==> src/mnop_pkg.sv <==
`timescale 1ns / 1ps
// ----------------------------------------------------------------------------
// mnop_pkg
// Shared types and constants of the MIDI note/octave parser.
// ----------------------------------------------------------------------------
package mnop_pkg;

    localparam int unsigned KEYS_PER_OCTAVE = 12;
    localparam int unsigned CFG_IDX_W       = 1;
    localparam int unsigned CFG_DATA_W      = 4;

    // Register indexes of the configuration port
    localparam logic [CFG_IDX_W-1:0] CFG_CHANNEL = 1'b0;
    localparam logic [CFG_IDX_W-1:0] CFG_OCTAVE  = 1'b1;

    // Upper nibble of the channel voice status bytes
    localparam logic [3:0] STS_NOTE_OFF = 4'h8;
    localparam logic [3:0] STS_NOTE_ON  = 4'h9;
    // 0xF8 and above: real-time bytes
    localparam logic [4:0] STS_REALTIME = 5'b11111;

    typedef enum logic [1:0] {
        PH_IDLE = 2'd0,
        PH_NOTE = 2'd1,
        PH_VEL  = 2'd2
    } t_phase;

    typedef logic [7:0] t_midi_byte;

    typedef struct packed {
        logic [3:0] key;
        logic [6:0] velocity;
        logic       note_on;
    } t_note;

    typedef struct packed {
        logic [3:0] channel;
        logic [3:0] octave;
    } t_cfg;

endpackage

==> src/mnop_parser.sv <==
`timescale 1ns / 1ps
// ----------------------------------------------------------------------------
// mnop_parser
// Note message decode: parse state, configuration registers and result logic.
// ----------------------------------------------------------------------------
module mnop_parser (
    input  logic                             i_clk,
    input  logic                             i_rst_n,
    input  logic                             i_cfg_we,
    input  logic [mnop_pkg::CFG_IDX_W-1:0]   i_cfg_idx,
    input  logic [mnop_pkg::CFG_DATA_W-1:0]  i_cfg_data,
    input  logic                             i_step,
    input  mnop_pkg::t_midi_byte             i_byte,
    output logic                             o_res_valid,
    output mnop_pkg::t_note                  o_res
);

    mnop_pkg::t_cfg   r_cfg;
    mnop_pkg::t_phase r_phase, n_phase;
    logic             r_pend_on, n_pend_on;
    logic [3:0]       r_pend_key, n_pend_key;

    logic             w_realtime;
    logic             w_status;
    logic             w_chan_hit;
    logic [8:0]       w_start;
    logic [8:0]       w_diff;
    logic             w_in_window;

    always_ff @(posedge i_clk) begin
        if (!i_rst_n) begin
            r_cfg <= '0;
        end else if (i_cfg_we) begin
            unique case (i_cfg_idx)
                mnop_pkg::CFG_CHANNEL: r_cfg.channel <= i_cfg_data;
                mnop_pkg::CFG_OCTAVE:  r_cfg.octave  <= i_cfg_data;
                default: ;
            endcase
        end
    end

    assign w_realtime = (i_byte[7:3] == mnop_pkg::STS_REALTIME);
    assign w_status   = i_byte[7];
    assign w_chan_hit = (i_byte[3:0] == r_cfg.channel);

    // window start 12*(octave+1), at most 192; data byte is below 128
    assign w_start     = 9'(mnop_pkg::KEYS_PER_OCTAVE) * ({5'd0, r_cfg.octave} + 9'd1);
    assign w_diff      = {2'b00, i_byte[6:0]} - w_start;
    assign w_in_window = ({2'b00, i_byte[6:0]} >= w_start)
                      && (w_diff < 9'(mnop_pkg::KEYS_PER_OCTAVE));

    // next state
    always_comb begin
        n_phase    = r_phase;
        n_pend_on  = r_pend_on;
        n_pend_key = r_pend_key;
        if (i_step && !w_realtime) begin
            if (w_status) begin
                priority if (w_chan_hit && i_byte[7:4] == mnop_pkg::STS_NOTE_OFF) begin
                    n_phase   = mnop_pkg::PH_NOTE;
                    n_pend_on = 1'b0;
                end else if (w_chan_hit && i_byte[7:4] == mnop_pkg::STS_NOTE_ON) begin
                    n_phase   = mnop_pkg::PH_NOTE;
                    n_pend_on = 1'b1;
                end else begin
                    n_phase = mnop_pkg::PH_IDLE;
                end
            end else begin
                unique case (r_phase)
                    mnop_pkg::PH_NOTE: begin
                        if (w_in_window && r_pend_on) begin
                            n_phase    = mnop_pkg::PH_VEL;
                            n_pend_key = w_diff[3:0];
                        end else begin
                            n_phase = mnop_pkg::PH_IDLE;
                        end
                    end
                    default: n_phase = mnop_pkg::PH_IDLE;
                endcase
            end
        end
    end

    // result
    always_comb begin
        o_res_valid = 1'b0;
        o_res       = '0;
        if (i_step && !w_status) begin
            unique case (r_phase)
                mnop_pkg::PH_NOTE: begin
                    o_res_valid = w_in_window && !r_pend_on;
                    o_res.key   = w_diff[3:0];
                end
                mnop_pkg::PH_VEL: begin
                    o_res_valid    = 1'b1;
                    o_res.key      = r_pend_key;
                    o_res.velocity = i_byte[6:0];
                    o_res.note_on  = 1'b1;
                end
                default: o_res_valid = 1'b0;
            endcase
        end
    end

    always_ff @(posedge i_clk) begin
        if (!i_rst_n) begin
            r_phase    <= mnop_pkg::PH_IDLE;
            r_pend_on  <= 1'b0;
            r_pend_key <= '0;
        end else begin
            r_phase    <= n_phase;
            r_pend_on  <= n_pend_on;
            r_pend_key <= n_pend_key;
        end
    end

endmodule

==> config.mk <==
export PLATFORM = sky130hd
export DESIGN_NAME = mnop_parser
export DESIGN_NICKNAME = d
export VERILOG_FILES = /design/src/mnop_pkg.sv /design/src/mnop_parser.sv
export SDC_FILE = /design/constraint.sdc
export NUM_CORES = 1
export LEC_CHECK = 0
export CAP_MARGIN = 20
export CORE_UTILIZATION = 55
export CTS_BUF_LIST = sky130_fd_sc_hd__clkbuf_4
export DETAILED_ROUTE_END_ITERATION = 8
export DONT_BUFFER_PORTS = 1
export GPL_TIMING_DRIVEN = 0
export PLACE_DENSITY = 0.78
export SYNTH_ARGS = -nofsm -noshare
export SYNTH_HDL_FRONTEND = slang
export SYNTH_SLANG_ARGS = --single-unit
==> constraint.sdc <==
create_clock -name i_clk -period 3.5 [get_ports i_clk]
set_input_delay 0.7 -clock i_clk [delete_from_list [all_inputs] [get_ports i_clk]]
set_output_delay 0.7 -clock i_clk [all_outputs]
set_load 0.03 [all_outputs]
==> results.py, run 1 <==
metrics = {
    "synthesis": {
        "yosysWarnings": 0,
        "synth_cell_types": 30,
        "yosysTopAreaCell": "dfxtp_1",
        "syn-instance-count": 149,
        "syn_area_um2": 1230,
        "synth_top_area_share_pct": 24.3,
        "syn_nets": 180,
        "seq_area_frac_synth_pct": 24.3,
        "synth-seq-cells": 15,
        "avgSynthCellArea_um2": 8.29,
        "synth_area_leaders": "dfxtp_1, ha_1, mux2i_1",
    },
    "clock_tree": {
        "cts_buffers": 3,
        "clock_latency_ns": 0.30,
        "htree_levels": 1,
        "cts_tree": "done",
        "clk_pin_slew_worst_paths_ns": 0.11,
        "cts-root-buf": "clkbuf_4",
        "clk_path_buf_depth": 2,
        "clock-sinks": 15,
    },
    "pwr": {
        "p_per_area_nw_per_um2": 268,
        "power_leakage_uw": 0.000621,
        "vdd_ir_drop_max_uv": 201,
    },
    "critical_path": {
        "critPathMaxFanout": 4,
        "rr_startpoint": "r_cfg[0]",
        "reg2reg_depth": 13,
        "critical_path_class": "register to output port",
        "start_kind": "register",
        "cp.arrival_ns": 2.94,
        "endpoint_kind": "output port",
        "reg2reg_to": "r_pend_key[2]",
        "reg2reg_slack_ns": 0.57,
        "cp.required_ns": 2.80,
    },
    "grt": {
        "grt_max_degree": 11,
        "grt_pass1_vias": 1048,
        "antenna_found_initial": 0,
        "grt_pass1_wl_um": 4620,
        "overflow": 0,
        "grt_use_total_pct": 24.3,
    },
    "timing": {
        "maxSlewHeadroom_pct": 62.9,
        "slew_violations": 0,
        "hold_violations": 0,
        "fmax_ghz": 0.275,
        "setup_ws_ns": -0.136,
        "min_period_over_period_pct": 104,
        "worstMarginPinSlew_ns": 0.554,
        "setup_viol": 1,
        "skew_ns": 0.0166,
        "rsz0062_at_grt": "yes",
        "finalCriticalPeriod_ns": 3.64,
    },
    "min_path": {
        "whs_endpoint": "r_pend_key[0]",
        "hp-start": "r_pend_key[0]",
        "hold_class": "register to register",
        "min_path_cells": 2,
    },
    "run_status": {
        "violations": "setup timing",
        "status": "finished, violations left",
    },
    "die": {
        "die_area_um2": 2440,
        "coreArea_um2": 2040,
        "die_w_um": 49.4,
        "start_util_pct": 60.5,
        "die_y_um": 49.4,
        "boundaryPins": 30,
        "rows": 16,
    },
    "finish": {
        "antenna-diode-count": 0,
        "mostFrequentLayoutCell": "nand2_1",
        "layout.nets": 192,
        "stdcell_area_um2": 1490,
        "area_growth_pct": 20.9,
        "fill_cells": 161,
        "drive_gt1_share_pct": 20.6,
        "final_cell_mix": "nand2_1, dfxtp_1, inv_1, ha_1",
    },
    "drt": {
        "wl_per_cell_um": 14.9,
        "post-route-drc-count": 0,
        "routed_via_density": 5.79,
        "wl_um": 2790,
        "firstDrtPassIters": 4,
        "vias": 1083,
        "antenna_left": 0,
        "drtIter0Drc": 31,
    },
    "flow_run": {
        "drv_cap": 0,
    },
    "placed_design": {
        "portBuffers": 0,
        "dpl.hpwl_um": 2070,
        "gp_congestion": 0.869,
        "dp_slack_ns": -0.299,
        "dpl-instance-area_um2": 1280,
    },
}
[per-layer routing]
metal / track usage [%] / vias up / part of all wire [%]
met2: 42.2 / 44 / 47
li1: - / 541 / -
met4: 4.29 / 0 / 0.97
met1: 30.4 / 493 / 44
met5: 0 / - / 0
met3: 6.23 / 5 / 8.2
[cell usage after synthesis]
library cell / instances
inv_1: 13
nor4b_1: 1
xnor2_1: 7
dfxtp_1: 15
a31oi_1: 2
nand3_1: 9
mux2i_1: 9
and2_1: 1
a21bo_1: 1
nand4_4: 1
clkbuf_1: 6
o2111ai_1: 1
a311oi_1: 1
a21boi_1: 1
nand2_1: 15
a21boi_0: 4
ha_1: 13
nor3_1: 1
and3_1: 8
o21ai_0: 3
nor2_1: 7
nand2b_1: 2
o21bai_1: 1
a22oi_1: 4
nand4_1: 1
a21oi_1: 5
a2111oi_4: 1
fa_1: 1
xor2_1: 6
nor2b_1: 9
[per-stage QoR]
| step | hold WS (ns) | setup TNS [ns] | power [uW] | utilization (%) | cells |
|---|---|---|---|---|---|
| floorplan | 0.438 | 0 | 255 | - | 149 |
| global placement | 0.446 | -0.219 | 266 | 62.6 | 176 |
| detailed placement | 0.452 | -0.299 | 270 | 62.6 | 176 |
| CTS | 0.467 | -0.190 | 387 | 69.3 | 184 |
| global route | 0.492 | -0.260 | 420 | 73.1 | 187 |
| finish | 0.467 | -0.136 | 400 | 73.1 | 187 |
[repair_timing]
| item | in CTS | in global routing |
|---|---|---|
| pin swaps | 10 | 11 |
| hold buffers | 0 | 0 |
| endpoints found under the setup margin | 1 | 1 |
| resized for setup | 20 | 10 |
| setup buffers | 4 | 3 |
[worst max-delay path by stage]
stage / startpoint / endpoint / slack, ns / cells past startpoint
floorplan: r_cfg[0] / o_res_valid / 0.02 / 13
global placement: r_cfg[0] / o_res_valid / -0.22 / 13
detailed placement: r_cfg[0] / o_res_valid / -0.30 / 13
CTS: r_cfg[1] / o_res_valid / -0.19 / 11
global route: r_cfg[0] / o_res_valid / -0.26 / 12
finish: r_cfg[0] / o_res_valid / -0.14 / 12
[cell type report]
type | count | area, um2 | share of cell area [%]
Multi-Input combinational cell | 115 | 982 | 65.8
Tap cell | 27 | 33.8 | 2.26
Sequential cell | 15 | 309 | 20.7
Clock buffer | 3 | 22.5 | 1.51
Clock inverter | 1 | 5.00 | 0.335
Buffer | 6 | 33.8 | 2.26
Timing Repair Buffer | 7 | 52.6 | 3.52
Inverter | 13 | 53.8 | 3.60
[where the power goes]
part	switching [uW]	total, uW	internal (uW)	leakage [uW]
Combinational	61.8	118	56.2	0.000479
Sequential	5.17	180	174	0.000124
Clock	60.4	103	42.5	0.0000177
[registers in the layout (all words and copies together), names as in the netlist]
register    count
r_pend_key      4
r_pend_on       1
r_phase         2
r_cfg           8
[cell families after synthesis]
| kind of cell | count (synthesis) | synth area share, % |
|---|---|---|
| AOI/OAI and AO/OA | 24 | 14.8 |
| xor gates and xnor gates | 13 | 9.22 |
| adders and majority gates | 14 | 14.8 |
| buffers and inverters | 19 | 5.78 |
| DFF | 15 | 24.3 |
| muxes | 9 | 7.30 |
| and+or+nand+nor | 55 | 23.8 |
[critical path, cell delays in order, from the launching register on]
cell       delay, ns
dfxtp_4         0.38
buf_8           0.11
inv_6           0.03
ha_4            0.29
inv_2           0.05
ha_4            0.27
a21oi_4         0.05
xor2_1          0.16
ha_1            0.33
xor2_2          0.21
a2111oi_4       0.41
a31oi_2         0.16
nor2_4          0.21
Power figures use the tool's default switching activity.
==> inputs of run 2 (changes only) <==
CORE_MARGIN = 2   (was not set)
==> results.py, run 2 (same netlist as run 1, synthesis figures left out) <==
metrics = {
    "finish": {
        "top_register": "r_cfg",
        "utilization_pct": 69.3,
        "area_growth_pct": 21.7,
        "layout.nets": 191,
        "stdcell_area_um2": 1500,
        "final_cell_mix": "nand2_1, dfxtp_1, inv_1",
        "antenna-diode-count": 0,
        "largest_reg_flops": 8,
        "mostFrequentLayoutCell": "nand2_1",
        "fin_cells": 187,
        "reg_top3": "r_cfg: 8 flops, r_pend_key: 4 flops, r_phase: 2 flops",
        "drive_gt1_share_pct": 21.4,
    },
    "critical_path": {
        "rr_startpoint": "r_cfg[0]",
        "cp.arrival_ns": 2.89,
        "cp.buffers_inverters": 4,
        "startpoint": "r_cfg[0]",
        "critical-path-max-stage-delay_ns": 0.37,
        "crit_path_cell_trace": "buf_8, inv_4, ha_4, inv_2, ha_4, a21oi_2, xor2_1, ha_1, o21ai_2, buf_4, a311oi_4, a31oi_1, nor2_2",
        "reg2reg_depth": 14,
        "cp.required_ns": 2.80,
        "reg2reg_to": "r_pend_key[2]",
        "endpoint_kind": "output port",
        "critPathMaxFanout": 3,
        "cp_top_family": "adder cells",
        "reg2reg_slack_ns": 0.74,
        "critical_path_class": "register to output port",
        "start_kind": "register",
        "cp_slowest_cell": "dfxtp_4",
        "crit_top_cell": "ha_4",
    },
    "flow_run": {
        "drv_cap": 0,
    },
    "min_path": {
        "whs_endpoint": "r_pend_key[0]",
        "min_path_cells": 2,
        "hp-start": "r_pend_key[0]",
        "hold_class": "register to register",
    },
    "pwr": {
        "power_frac_comb_pct": 29.2,
        "switching_share_pct": 30.1,
        "power.switching_uw": 122,
        "power_frac_seq_pct": 44.5,
        "vdd_ir_drop_max_uv": 298,
        "power_leakage_uw": 0.000619,
        "p_clk_share_pct": 26.3,
        "p_per_area_nw_per_um2": 269,
        "p_int_uw": 283,
    },
    "drt": {
        "firstDrtPassIters": 4,
        "post-route-drc-count": 0,
        "antenna_left": 0,
        "wl_um": 2640,
        "wl_per_cell_um": 14.1,
        "routed_via_density": 5.71,
        "drtIter0Drc": 25,
        "vias": 1067,
    },
    "timing": {
        "fmax_ghz": 0.278,
        "setup_ws_ns": -0.0944,
        "rsz0062_at_grt": "yes",
        "slew_violations": 0,
        "hold_violations": 0,
        "fin_tns_setup_ns": -0.0944,
        "maxSlewHeadroom_pct": 61.4,
        "min_period_over_period_pct": 103,
        "worstMarginPinSlew_ns": 0.577,
        "setup_viol": 1,
        "finalCriticalPeriod_ns": 3.59,
        "skew_ns": 0.00948,
    },
    "clock_tree": {
        "cts_tree": "done",
        "cts_buffers": 3,
        "clock_latency_ns": 0.29,
        "clock-sinks": 15,
        "clk_path_buf_depth": 2,
        "htree_levels": 1,
        "clk_pin_slew_worst_paths_ns": 0.09,
        "cts-root-buf": "clkbuf_4",
    },
    "die": {
        "coreArea_um2": 2170,
        "die_area_um2": 2640,
        "die_w_um": 51.4,
        "boundaryPins": 30,
        "die_y_um": 51.4,
        "rows": 17,
        "start_util_pct": 56.9,
    },
    "run_status": {
        "status": "finished, violations left",
        "violations": "setup timing",
    },
    "placed_design": {
        "dpl-instance-area_um2": 1280,
        "dp_slack_ns": -0.289,
        "placed_cells": 177,
        "dpl.hpwl_um": 1960,
        "gp_congestion": 0.794,
        "portBuffers": 0,
    },
    "grt": {
        "grt_pass1_wl_um": 4330,
        "grt_pass1_vias": 1030,
        "grt_max_degree": 11,
        "antenna_found_initial": 0,
        "grt_use_total_pct": 22.0,
        "overflow": 0,
    },
}
-- run 2: routing by layer --
metal	vias to the layer above	wire (um)	track usage [%]
met5	-	0	0
met4	0	50	7.89
met3	8	159	5.56
met2	40	1260	35.9
met1	485	1160	27.9
li1	534	-	-
-- run 2: how the worst max path moves through the flow --
stage                  endpoint  slack [ns]  depth (start not counted)
floorplan           o_res_valid        0.02                         13
global placement    o_res_valid       -0.23                         13
detailed placement  o_res_valid       -0.29                         13
CTS                 o_res_valid       -0.13                         13
global route        o_res_valid       -0.22                         11
finish              o_res_valid       -0.09                         13
-- run 2: per-stage QoR --
stage / power, uW / hold WS (ns)
6_report: 405 / 0.472
3_5_place_dp: 270 / 0.461
4_1_cts: 395 / 0.475
2_1_floorplan: 255 / 0.438
3_3_place_gp: 267 / 0.445
5_1_grt: 428 / 0.484
-- run 2: worst min-delay path: cells and delay by family (launching register included) --
family           cells  cell delay (ns)
DFF                  1             0.32
and+or+nand+nor      1             0.06
muxes                1             0.05
-- run 2: repair_timing --
action	4_1_cts	5_1_grt
hold buffers	0	0
buffers inserted	6	0
setup endpoints to repair	1	1
gates resized for setup	24	6
pin swaps	12	2
-- run 2: area by class of cell --
class	instances	area [um2]
inverter	13	51.3
multi-input combinational	115	998
buffer	6	33.8
tap	28	35.0
sequential	15	309
clock buffer	4	30.0
timing repair buffer	6	45.0
fill	181	667
-- run 2: power by group through the flow --
stage	clock network (uW)	logic [uW]	registers [uW]
floorplan	0	73.1	182
global placement	0	84.3	183
detailed placement	0	86.6	183
CTS	107	107	181
global route	116	132	181
finish	106	118	180
