File: config.mk
export PLATFORM = sky130hd
export DESIGN_NAME = mnop_out_stage_flat
export DESIGN_NICKNAME = d
export VERILOG_FILES = /design/src/mnop_pkg.sv /design/src/mnop_stream_if.sv /design/src/mnop_out_stage.sv /design/src/flat_wrapper.sv
export SDC_FILE = /design/constraint.sdc
export NUM_CORES = 1
export LEC_CHECK = 0
export ABC_CLOCK_PERIOD_IN_PS = 1000
export BUFFER_PORTS_ARGS = -buffer_cell sky130_fd_sc_hd__buf_2
export CAP_MARGIN = 25
export CELL_PAD_IN_SITES_DETAIL_PLACEMENT = 1
export CELL_PAD_IN_SITES_GLOBAL_PLACEMENT = 2
export CORE_UTILIZATION = 20
export CTS_CLUSTER_DIAMETER = 200
export CTS_CLUSTER_SIZE = 14
export DETAILED_ROUTE_END_ITERATION = 12
export PLACE_DENSITY = 0.72
export SYNTH_ARGS = -nofsm -noshare
export SYNTH_HDL_FRONTEND = slang
export SYNTH_SLANG_ARGS = --single-unit
File: constraint.sdc
create_clock -name i_clk -period 1 [get_ports i_clk]
set_input_delay 0.1 -clock i_clk [delete_from_list [all_inputs] [get_ports i_clk]]
set_output_delay 0.1 -clock i_clk [all_outputs]
set_load 0.02 [all_outputs]
File: src/mnop_pkg.sv
`timescale 1ns / 1ps
// ----------------------------------------------------------------------------
// mnop_pkg
// Shared types and constants of the MIDI note/octave parser.
// ----------------------------------------------------------------------------
package mnop_pkg;

    localparam int unsigned KEYS_PER_OCTAVE = 12;
    localparam int unsigned CFG_IDX_W       = 1;
    localparam int unsigned CFG_DATA_W      = 4;

    // Register indexes of the configuration port
    localparam logic [CFG_IDX_W-1:0] CFG_CHANNEL = 1'b0;
    localparam logic [CFG_IDX_W-1:0] CFG_OCTAVE  = 1'b1;

    // Upper nibble of the channel voice status bytes
    localparam logic [3:0] STS_NOTE_OFF = 4'h8;
    localparam logic [3:0] STS_NOTE_ON  = 4'h9;
    // 0xF8 and above: real-time bytes
    localparam logic [4:0] STS_REALTIME = 5'b11111;

    typedef enum logic [1:0] {
        PH_IDLE = 2'd0,
        PH_NOTE = 2'd1,
        PH_VEL  = 2'd2
    } t_phase;

    typedef logic [7:0] t_midi_byte;

    typedef struct packed {
        logic [3:0] key;
        logic [6:0] velocity;
        logic       note_on;
    } t_note;

    typedef struct packed {
        logic [3:0] channel;
        logic [3:0] octave;
    } t_cfg;

endpackage

File: src/mnop_stream_if.sv
`timescale 1ns / 1ps
// ----------------------------------------------------------------------------
// mnop_stream_if
// Valid/ready stream channel carrying one payload per transaction.
// ----------------------------------------------------------------------------
interface mnop_stream_if #(
    parameter type T = mnop_pkg::t_midi_byte
) ();
    logic valid;
    logic ready;
    T     payload;

    modport source (output valid, output payload, input ready);
    modport sink   (input valid, input payload, output ready);
endinterface

File: src/mnop_out_stage.sv
`timescale 1ns / 1ps
// ----------------------------------------------------------------------------
// mnop_out_stage
// Result register driving the note channel; frees itself when taken.
// ----------------------------------------------------------------------------
module mnop_out_stage (
    input  logic                    i_clk,
    input  logic                    i_rst_n,
    input  logic                    i_load,
    input  mnop_pkg::t_note         i_res,
    output logic                    o_free,
    mnop_stream_if.source           o_note
);

    logic            r_valid;
    mnop_pkg::t_note r_res;

    // register can take a new result when empty or being emptied this cycle
    assign o_free = !r_valid || o_note.ready;

    always_ff @(posedge i_clk) begin
        if (!i_rst_n) begin
            r_valid <= 1'b0;
        end else if (o_free) begin
            r_valid <= i_load;
        end
    end

    always_ff @(posedge i_clk) begin
        if (o_free && i_load) begin
            r_res <= i_res;
        end
    end

    assign o_note.valid   = r_valid;
    assign o_note.payload = r_res;

endmodule

File: src/flat_wrapper.sv
// flat-port wrapper written by rule: the top's interface ports become plain ports
module mnop_out_stage_flat 
  (i_clk, i_rst_n, i_load, i_res, o_free, o_note_valid, o_note_payload, o_note_ready);
  mnop_stream_if o_note_i ();
  input  logic i_clk;
  input  logic i_rst_n;
  input  logic i_load;
  input  mnop_pkg::t_note i_res;
  output logic o_free;
  output wire logic [$bits(o_note_i.valid)-1:0] o_note_valid;
  output wire logic [$bits(o_note_i.payload)-1:0] o_note_payload;
  input wire logic [$bits(o_note_i.ready)-1:0] o_note_ready;
  assign o_note_valid = o_note_i.valid;
  assign o_note_payload = o_note_i.payload;
  assign o_note_i.ready = o_note_ready;
  mnop_out_stage u_core (.i_clk(i_clk), .i_rst_n(i_rst_n), .i_load(i_load), .i_res(i_res), .o_free(o_free), .o_note(o_note_i));
endmodule
==> results of run 1 <==
## Yosys cell counts
master and instances:
dfxtp_1 1, a21boi_2 1, nand2b_4 1, inv_1 1, edfxtp_1 8, and2_4 1
## final timing paths
| kind | from | to | cells past startpoint |
|---|---|---|---|
| max | u_core.o_note.valid$_SDFFE_PN0P_ | o_free | 2 |
| min | i_res[3] | u_core.o_note.payload[3]$_DFFE_PP_ | 1 |
| max reg2reg | u_core.o_note.valid$_SDFFE_PN0P_ | u_core.o_note.payload[1]$_DFFE_PP_ | 2 |
| min reg2reg | u_core.o_note.valid$_SDFFE_PN0P_ | u_core.o_note.valid$_SDFFE_PN0P_ | 2 |
## power by group through the flow
stage	clock network [mW]	registers [mW]	logic [mW]
floorplan	0	0.479	0.0202
global placement	0	0.449	0.0915
detailed placement	0	0.451	0.0948
CTS	0.287	0.443	0.0949
global route	0.306	0.444	0.102
finish	0.271	0.442	0.0933
## per-layer routing
layer  wire, µm  vias up  track usage, %
met4          0        0            7.50
met1        193       92            7.51
met5          0        -               0
li1           -       99               -
met3         89        0            5.00
met2        317       23            17.9
## metrics by stage
step / instances / worst slack (ns) / cell area [µm²] / total power, mW / hold WS [ns]
detailed placement: 49 / 0.105 / 423 / 0.546 / 0.280
CTS: 53 / 0.0573 / 449 / 0.825 / 0.00533
finish: 53 / 0.0745 / 449 / 0.806 / 0.0195
floorplan: 13 / 0.0386 / 299 / 0.500 / 0.199
global placement: 49 / 0.123 / 423 / 0.541 / 0.279
global route: 53 / 0.0301 / 449 / 0.852 / 0.00577
## registers in the layout (all words and copies together), names as in the netlist
name and flops:
u_core.o_note.payload 8, u_core.o_note.valid 1
## final cells by class
type	instances	area [µm²]	area share, %
Inverter	1	3.75	0.836
Timing Repair Buffer	21	105	23.4
Clock buffer	4	26.3	5.85
Sequential cell	9	262	58.2
Tap cell	15	18.8	4.18
Multi-Input combinational cell	3	33.8	7.52
## kinds of logic after synthesis
family                 count (synthesis)  share of synthesized area [%]
buffers and inverters                  1                           1.26
and+or+nand+nor                        2                           7.56
DFF                                    9                           87.4
AOI/OAI and AO/OA                      1                           3.78
## critical path, stage by stage, from the launching register on
cell and delay (ns):
dfxtp_2 0.35, nand2b_4 0.06, buf_2 0.16
==> results.sh, run 1 <==
export IMPL_tightest_slew_ns=0.115
export IMPL_rsz0062_at_grt="false"
export IMPL_cp_required_ns=0.90
export IMPL_final_nets=55
export IMPL_grt_max_degree=9
export IMPL_synth_cell_type_count=6
export IMPL_place_gp_congestion=0.514
export IMPL_clk_insertion_delay_late_ns=0.25
export IMPL_ys_ff_latch=9
export IMPL_portBuffers=21
export IMPL_swShare_pct=22.1
export IMPL_n_antenna_cell=0
export IMPL_grt_use_total_pct=9.78
export IMPL_coreArea_um2=1350
export IMPL_numCtsBuffers=3
export IMPL_p_int_mw=0.628
export IMPL_r2r_setup_slack_ns=0.10
export IMPL_period_needed_ns=0.926
export IMPL_synth_area_um2=298
export IMPL_synth_area_leaders="edfxtp_1 (81%), dfxtp_1 (6.7%), nand2b_4 (4.6%), a21boi_2 (3.8%), and2_4 (2.9%)"
export IMPL_final_common_cell="buf_2"
export IMPL_hp_class="input pin to register"
export IMPL_clock_path_buffers=2
export IMPL_drc=0
export IMPL_relSlewSlack_pct=92.3
export IMPL_tns_ns=0
export IMPL_grt_pass1_vias=212
export IMPL_path_class="register to output port"
export IMPL_max_cap_violations=0
export IMPL_drt_pre_antenna_iters=2
export IMPL_synth_nets=29
export IMPL_grt_pass1_wl_um=890
export IMPL_die_area_um2=1650
export IMPL_synth_warnings=0
export IMPL_routed_wl_um=600
export IMPL_grt_remaining_overflow=0
export IMPL_p_sw_mw=0.178
export IMPL_yosysSeqAreaShare_pct=87.4
export IMPL_synth_area_per_cell_um2=22.9
export IMPL_htree_levels=1
export IMPL_hold_buffers=0
export IMPL_setup_viol=0
export IMPL_peakVddDrop_uv=574
export IMPL_rows=13
export IMPL_p_leak_nw=0.204
export IMPL_hold_viol=0
export IMPL_post_cts_buffers=0
export IMPL_drtIter0Drc=5
export IMPL_post_cts_resized=0
export IMPL_end_kind="output port"
export IMPL_post_route_period_util_pct=92.6
export IMPL_final_cell_mix="buf_2 (21), edfxtp_1 (8), clkbuf_4 (3)"
export IMPL_die_y_um=40.6
export IMPL_fmax_mhz=1080
export IMPL_fin_util_pct=33.3
export IMPL_arrival_ns=0.83
export IMPL_drive_above_1_share_pct=73.7
export IMPL_clk_pin_slew_ns=0.06
export IMPL_p_seq_share_pct=54.9
export IMPL_wl_per_cell_um=11.3
export IMPL_vias=214
export IMPL_power_frac_comb_pct=11.6
export IMPL_crit_path_max_fanout=3
export IMPL_outcome="finished clean"
export IMPL_yosysTopAreaCell="edfxtp_1"
export IMPL_antenna_found_initial=0
export IMPL_syn_inst=13
export IMPL_clock_power_share_pct=33.6
export IMPL_power_density_nw_per_um2=1790
export IMPL_cts_sinks=9
export IMPL_clock_root_buffer="clkbuf_4"
export IMPL_ant_nets=0
export IMPL_fin_skew_ns=0.00225
export IMPL_area_growth_pct=50.8
export IMPL_synth_top_area_share_pct=80.7
export IMPL_slew_violations=0
export IMPL_start_util_pct=22.1
export IMPL_die_w_um=40.6
export IMPL_fill_cells=157
export IMPL_cp_start_kind="register"
export IMPL_pin_count=26
export IMPL_viasPerCell=4.04
export IMPL_tritoncts="done"
Note: power is estimated with default switching activity, not from simulation.
==> run 2: changes to the inputs <==
SETUP_SLACK_MARGIN = 0.2   (was not set)
==> results.sh, run 2 (synthesis results as in run 1) <==
export IMPL_outcome="finished clean"
export IMPL_slowest_delay_ns=0.35
export IMPL_gr_max_usage_layer="met2"
export IMPL_fin_ws_ns=0.0782
export IMPL_grt_remaining_overflow=0
export IMPL_drive_above_1_share_pct=74.4
export IMPL_cp_required_ns=0.96
export IMPL_dp_slack_ns=0.0967
export IMPL_hold_buffers=0
export IMPL_fmax_mhz=1080
export IMPL_cp_start_kind="register"
export IMPL_use_met3_pct=7.78
export IMPL_die_area_um2=1650
export IMPL_viasPerCell=3.91
export IMPL_final_common_cell="buf_2"
export IMPL_die_y_um=40.6
export IMPL_routed_wl_um=648
export IMPL_final_area_um2=515
export IMPL_cts_sinks=9
export IMPL_hold_ws_ns=0.0239
export IMPL_tns_ns=0
export IMPL_path_class="register to register"
export IMPL_rr_startpoint="u_core.o_note.valid$_SDFFE_PN0P_"
export IMPL_portBuffers=21
export IMPL_grt_max_degree=9
export IMPL_hp_class="input pin to register"
export IMPL_worstRegToRegCells=2
export IMPL_grt_pass1_wl_um=917
export IMPL_final_cell_mix="buf_2 (12), buf_6 (9), edfxtp_1 (8), clkbuf_4 (3)"
export IMPL_fin_util_pct=38.2
export IMPL_final_nets=56
export IMPL_startpoint="u_core.o_note.valid$_SDFFE_PN0P_"
export IMPL_largest_reg_flops=8
export IMPL_p_leak_nw=0.228
export IMPL_drt_pre_antenna_iters=2
export IMPL_coreArea_um2=1350
export IMPL_power_mw=0.830
export IMPL_setup_viol=0
export IMPL_relSlewSlack_pct=92.5
export IMPL_place_gp_congestion=0.541
export IMPL_dp_cells=49
export IMPL_ant_nets=0
export IMPL_power_density_nw_per_um2=1610
export IMPL_slew_violations=0
export IMPL_rows=13
export IMPL_grt_use_total_pct=9.91
export IMPL_globalRouteMet2Util_pct=15.9
export IMPL_p_sw_mw=0.177
export IMPL_tightest_slew_ns=0.112
export IMPL_cpMaxStageDelayCell="dfxtp_4"
export IMPL_die_w_um=40.6
export IMPL_n_antenna_cell=0
export IMPL_htree_levels=1
export IMPL_dpl_cell_area_um2=425
export IMPL_post_route_period_util_pct=92.2
export IMPL_swShare_pct=21.4
export IMPL_rsz0062_at_grt="true"
export IMPL_fin_cells=54
export IMPL_period_needed_ns=0.922
export IMPL_power_frac_comb_pct=14.4
export IMPL_worstReg2RegEnd="u_core.o_note.payload[5]$_DFFE_PP_"
export IMPL_drtIter0Drc=1
export IMPL_clk_insertion_delay_late_ns=0.25
export IMPL_arrival_ns=0.88
export IMPL_clock_path_buffers=2
export IMPL_hold_viol=0
export IMPL_worstPathCellList="nand2b_4 -> and2_4"
export IMPL_antenna_found_initial=0
export IMPL_numCtsBuffers=3
export IMPL_peakVddDrop_uv=476
export IMPL_p_seq_share_pct=53.9
export IMPL_grt_use_met1_pct=7.88
export IMPL_clk_pin_slew_ns=0.06
export IMPL_start_util_pct=22.1
export IMPL_wl_per_cell_um=12.0
export IMPL_clock_root_buffer="clkbuf_4"
export IMPL_crit_path_max_fanout=8
export IMPL_end_kind="register"
export IMPL_holdPathStages=1
export IMPL_drc=0
export IMPL_r2r_setup_slack_ns=0.08
export IMPL_fin_skew_ns=0.00263
export IMPL_max_cap_violations=0
export IMPL_area_growth_pct=73.1
export IMPL_pin_count=26
export IMPL_tritoncts="done"
export IMPL_min_from="i_res[0]"
export IMPL_clock_power_share_pct=31.7
export IMPL_min_to="u_core.o_note.payload[0]$_DFFE_PP_"
export IMPL_grt_pass1_vias=222
export IMPL_vias=211
export IMPL_p_int_mw=0.652
==> run 2: changes by cell type in the layout (fill, tap and decap cells not counted), sizes merged <==
cell  previous run  this run
buf             21        22
==> run 2: worst max-delay path by stage <==
stage / endpoint / depth (start not counted)
6_report: u_core.o_note.payload[5]$_DFFE_PP_ / 2
3_5_place_dp: u_core.o_note.payload[3]$_DFFE_PP_ / 2
2_1_floorplan: u_core.o_note.payload[0]$_DFFE_PP_ / 2
5_1_grt: u_core.o_note.payload[7]$_DFFE_PP_ / 2
4_1_cts: o_note_payload[0] / 1
3_3_place_gp: u_core.o_note.payload[1]$_DFFE_PP_ / 2
==> run 2: layout make-up <==
type                       instances  area (µm²)
inverter                           1        3.75
fill                             144         835
tap                               15        18.8
sequential                         9         264
multi-input combinational          3        33.8
timing repair buffer              22         169
clock buffer                       4        26.3
==> run 2: layer usage <==
metal  part of all wire [%]  wire (µm)  vias up
met5                      0          0        -
met4                      0          0        0
met3                     13         84        0
met2                     54        352       20
met1                     33        211       93
li1                       -          -       98
==> run 2: power groups by stage <==
stage | clock [mW] | combinational, mW | sequential [mW]
final | 0.263 | 0.120 | 0.447
after global placement | 0 | 0.0916 | 0.448
after global routing | 0.312 | 0.130 | 0.449
after CTS | 0.289 | 0.104 | 0.444
after floorplan | 0 | 0.0202 | 0.478
after detailed placement | 0 | 0.0955 | 0.450
==> run 2: critical path, delay by kind of cell, from the launching register on <==
family	cells	cell delay [ns]
DFF	1	0.35
and+or+nand+nor	2	0.27
==> run 2: what timing repair did <==
| action | in CTS | in global routing |
|---|---|---|
| pin swaps | 0 | 1 |
| buffers inserted | 0 | 1 |
| endpoints found under the setup margin | 18 | 18 |
| resized for setup | 6 | 12 |
==> run 3: changes to the inputs <==
CELL_PAD_IN_SITES_DETAIL_PLACEMENT = not set   (was 1)
CELL_PAD_IN_SITES_GLOBAL_PLACEMENT = not set   (was 2)
CORE_AREA = 2 2 39 41   (was not set)
CORE_UTILIZATION = not set   (was 20)
DIE_AREA = 0 0 41 43   (was not set)
PLACE_DENSITY = 0.52   (was 0.72)
==> results.sh, run 3 (synthesis results as in run 1) <==
export IMPL_pin_count=26
export IMPL_arrival_ns=0.86
export IMPL_antenna_found_initial=0
export IMPL_grt_use_met1_pct=8.36
export IMPL_end_kind="register"
export IMPL_final_cell_mix="buf_2 (13), buf_6 (8), edfxtp_1 (8), clkbuf_4 (3)"
export IMPL_die_area_um2=1760
export IMPL_drive_above_1_share_pct=74.4
export IMPL_period_needed_ns=0.908
export IMPL_clk_insertion_delay_late_ns=0.25
export IMPL_use_met3_pct=4.71
export IMPL_max_cap_violations=0
export IMPL_drt_pre_antenna_iters=2
export IMPL_hold_viol=0
export IMPL_rsz0062_at_grt="true"
export IMPL_outcome="finished clean"
export IMPL_fin_util_pct=36.9
export IMPL_tns_ns=0
export IMPL_die_w_um=41
export IMPL_gr_max_usage_layer="met2"
export IMPL_tightest_slew_ns=0.113
export IMPL_largest_reg_flops=8
export IMPL_wl_per_cell_um=10.7
export IMPL_power_density_nw_per_um2=1610
export IMPL_final_common_cell="buf_2"
export IMPL_grt_pass1_vias=215
export IMPL_area_growth_pct=71.4
export IMPL_n_antenna_cell=0
export IMPL_globalRouteMet2Util_pct=10.9
export IMPL_die_y_um=43
export IMPL_ant_nets=0
export IMPL_clock_root_buffer="clkbuf_4"
export IMPL_portBuffers=21
export IMPL_tritoncts="done"
export IMPL_fin_skew_ns=0.00293
export IMPL_hold_buffers=0
export IMPL_cp_required_ns=0.96
export IMPL_final_nets=56
export IMPL_viasPerCell=3.84
export IMPL_crit_path_max_fanout=8
export IMPL_slew_violations=0
export IMPL_cts_sinks=9
export IMPL_fmax_mhz=1100
export IMPL_numCtsBuffers=3
export IMPL_relSlewSlack_pct=92.4
export IMPL_grt_max_degree=9
export IMPL_hp_class="input pin to register"
export IMPL_fin_ws_ns=0.0922
export IMPL_routed_wl_um=587
export IMPL_htree_levels=1
export IMPL_clock_path_buffers=2
export IMPL_grt_pass1_wl_um=841
export IMPL_grt_remaining_overflow=0
export IMPL_coreArea_um2=1380
export IMPL_p_leak_nw=0.226
export IMPL_dp_slack_ns=0.0918
export IMPL_vias=211
export IMPL_rows=14
export IMPL_drtIter0Drc=1
export IMPL_cp_start_kind="register"
export IMPL_peakVddDrop_uv=580
export IMPL_drc=0
export IMPL_post_route_period_util_pct=90.8
export IMPL_grt_use_total_pct=7.93
export IMPL_start_util_pct=21.5
export IMPL_clk_pin_slew_ns=0.06
export IMPL_setup_viol=0
export IMPL_place_gp_congestion=0.635
export IMPL_path_class="register to register"
-- run 3: layer usage --
| metal | vias to the layer above | part of all wire, % |
|---|---|---|
| li1 | 100 | - |
| met1 | 89 | 41 |
| met2 | 22 | 42 |
| met3 | 0 | 17 |
| met4 | 0 | 0 |
| met5 | - | 0 |
-- run 3: area by class of cell --
class,instances,area (µm²)
clock buffers,4,26.3
fillers,135,873
inverters,1,3.75
multi-input cells,3,33.8
flip-flops and latches,9,264
well taps,16,20.0
repair buffers,22,163
-- run 3: where the power goes --
group / internal [mW] / total (mW) / switching (mW) / leakage (nW)
sequential: 0.435 / 0.445 / 0.0105 / 0.0863
combinational: 0.0616 / 0.117 / 0.0550 / 0.125
clock: 0.153 / 0.262 / 0.110 / 0.0150
total: 0.649 / 0.824 / 0.175 / 0.226
-- run 3: critical path, cell delays in order (launching register included) --
cell and delay (ns):
dfxtp_4 0.35, nand2b_4 0.07, and2_4 0.20
-- run 3: what timing repair did --
| item | in CTS | in global routing |
|---|---|---|
| setup buffers | 1 | 0 |
| endpoints found under the hold margin | 0 | 0 |
| endpoints found under the setup margin | 18 | 18 |
| gates resized for setup | 2 | 14 |
| pin swaps | 1 | 1 |
-- run 3: metrics by stage --
step | cell area [µm²] | power, mW | hold slack, ns | instances
2_1_floorplan | 302 | 0.498 | 0.199 | 13
3_3_place_gp | 427 | 0.540 | 0.282 | 50
3_5_place_dp | 427 | 0.545 | 0.283 | 50
4_1_cts | 467 | 0.820 | 0.0187 | 55
5_1_grt | 510 | 0.868 | 0.0150 | 55
6_report | 510 | 0.824 | 0.0278 | 55
-- run 3: worst paths after layout --
| path | startpoint | to | slack, ns | cells after the start |
|---|---|---|---|---|
| worst min register to register | u_core.o_note.valid$_SDFFE_PN0P_ | u_core.o_note.valid$_SDFFE_PN0P_ | 0.60 | 3 |
| worst max-delay path | u_core.o_note.valid$_SDFFE_PN0P_ | u_core.o_note.payload[6]$_DFFE_PP_ | 0.09 | 2 |
| worst max register to register | u_core.o_note.valid$_SDFFE_PN0P_ | u_core.o_note.payload[6]$_DFFE_PP_ | 0.09 | 2 |
| worst min-delay path | i_res[3] | u_core.o_note.payload[3]$_DFFE_PP_ | 0.03 | 1 |
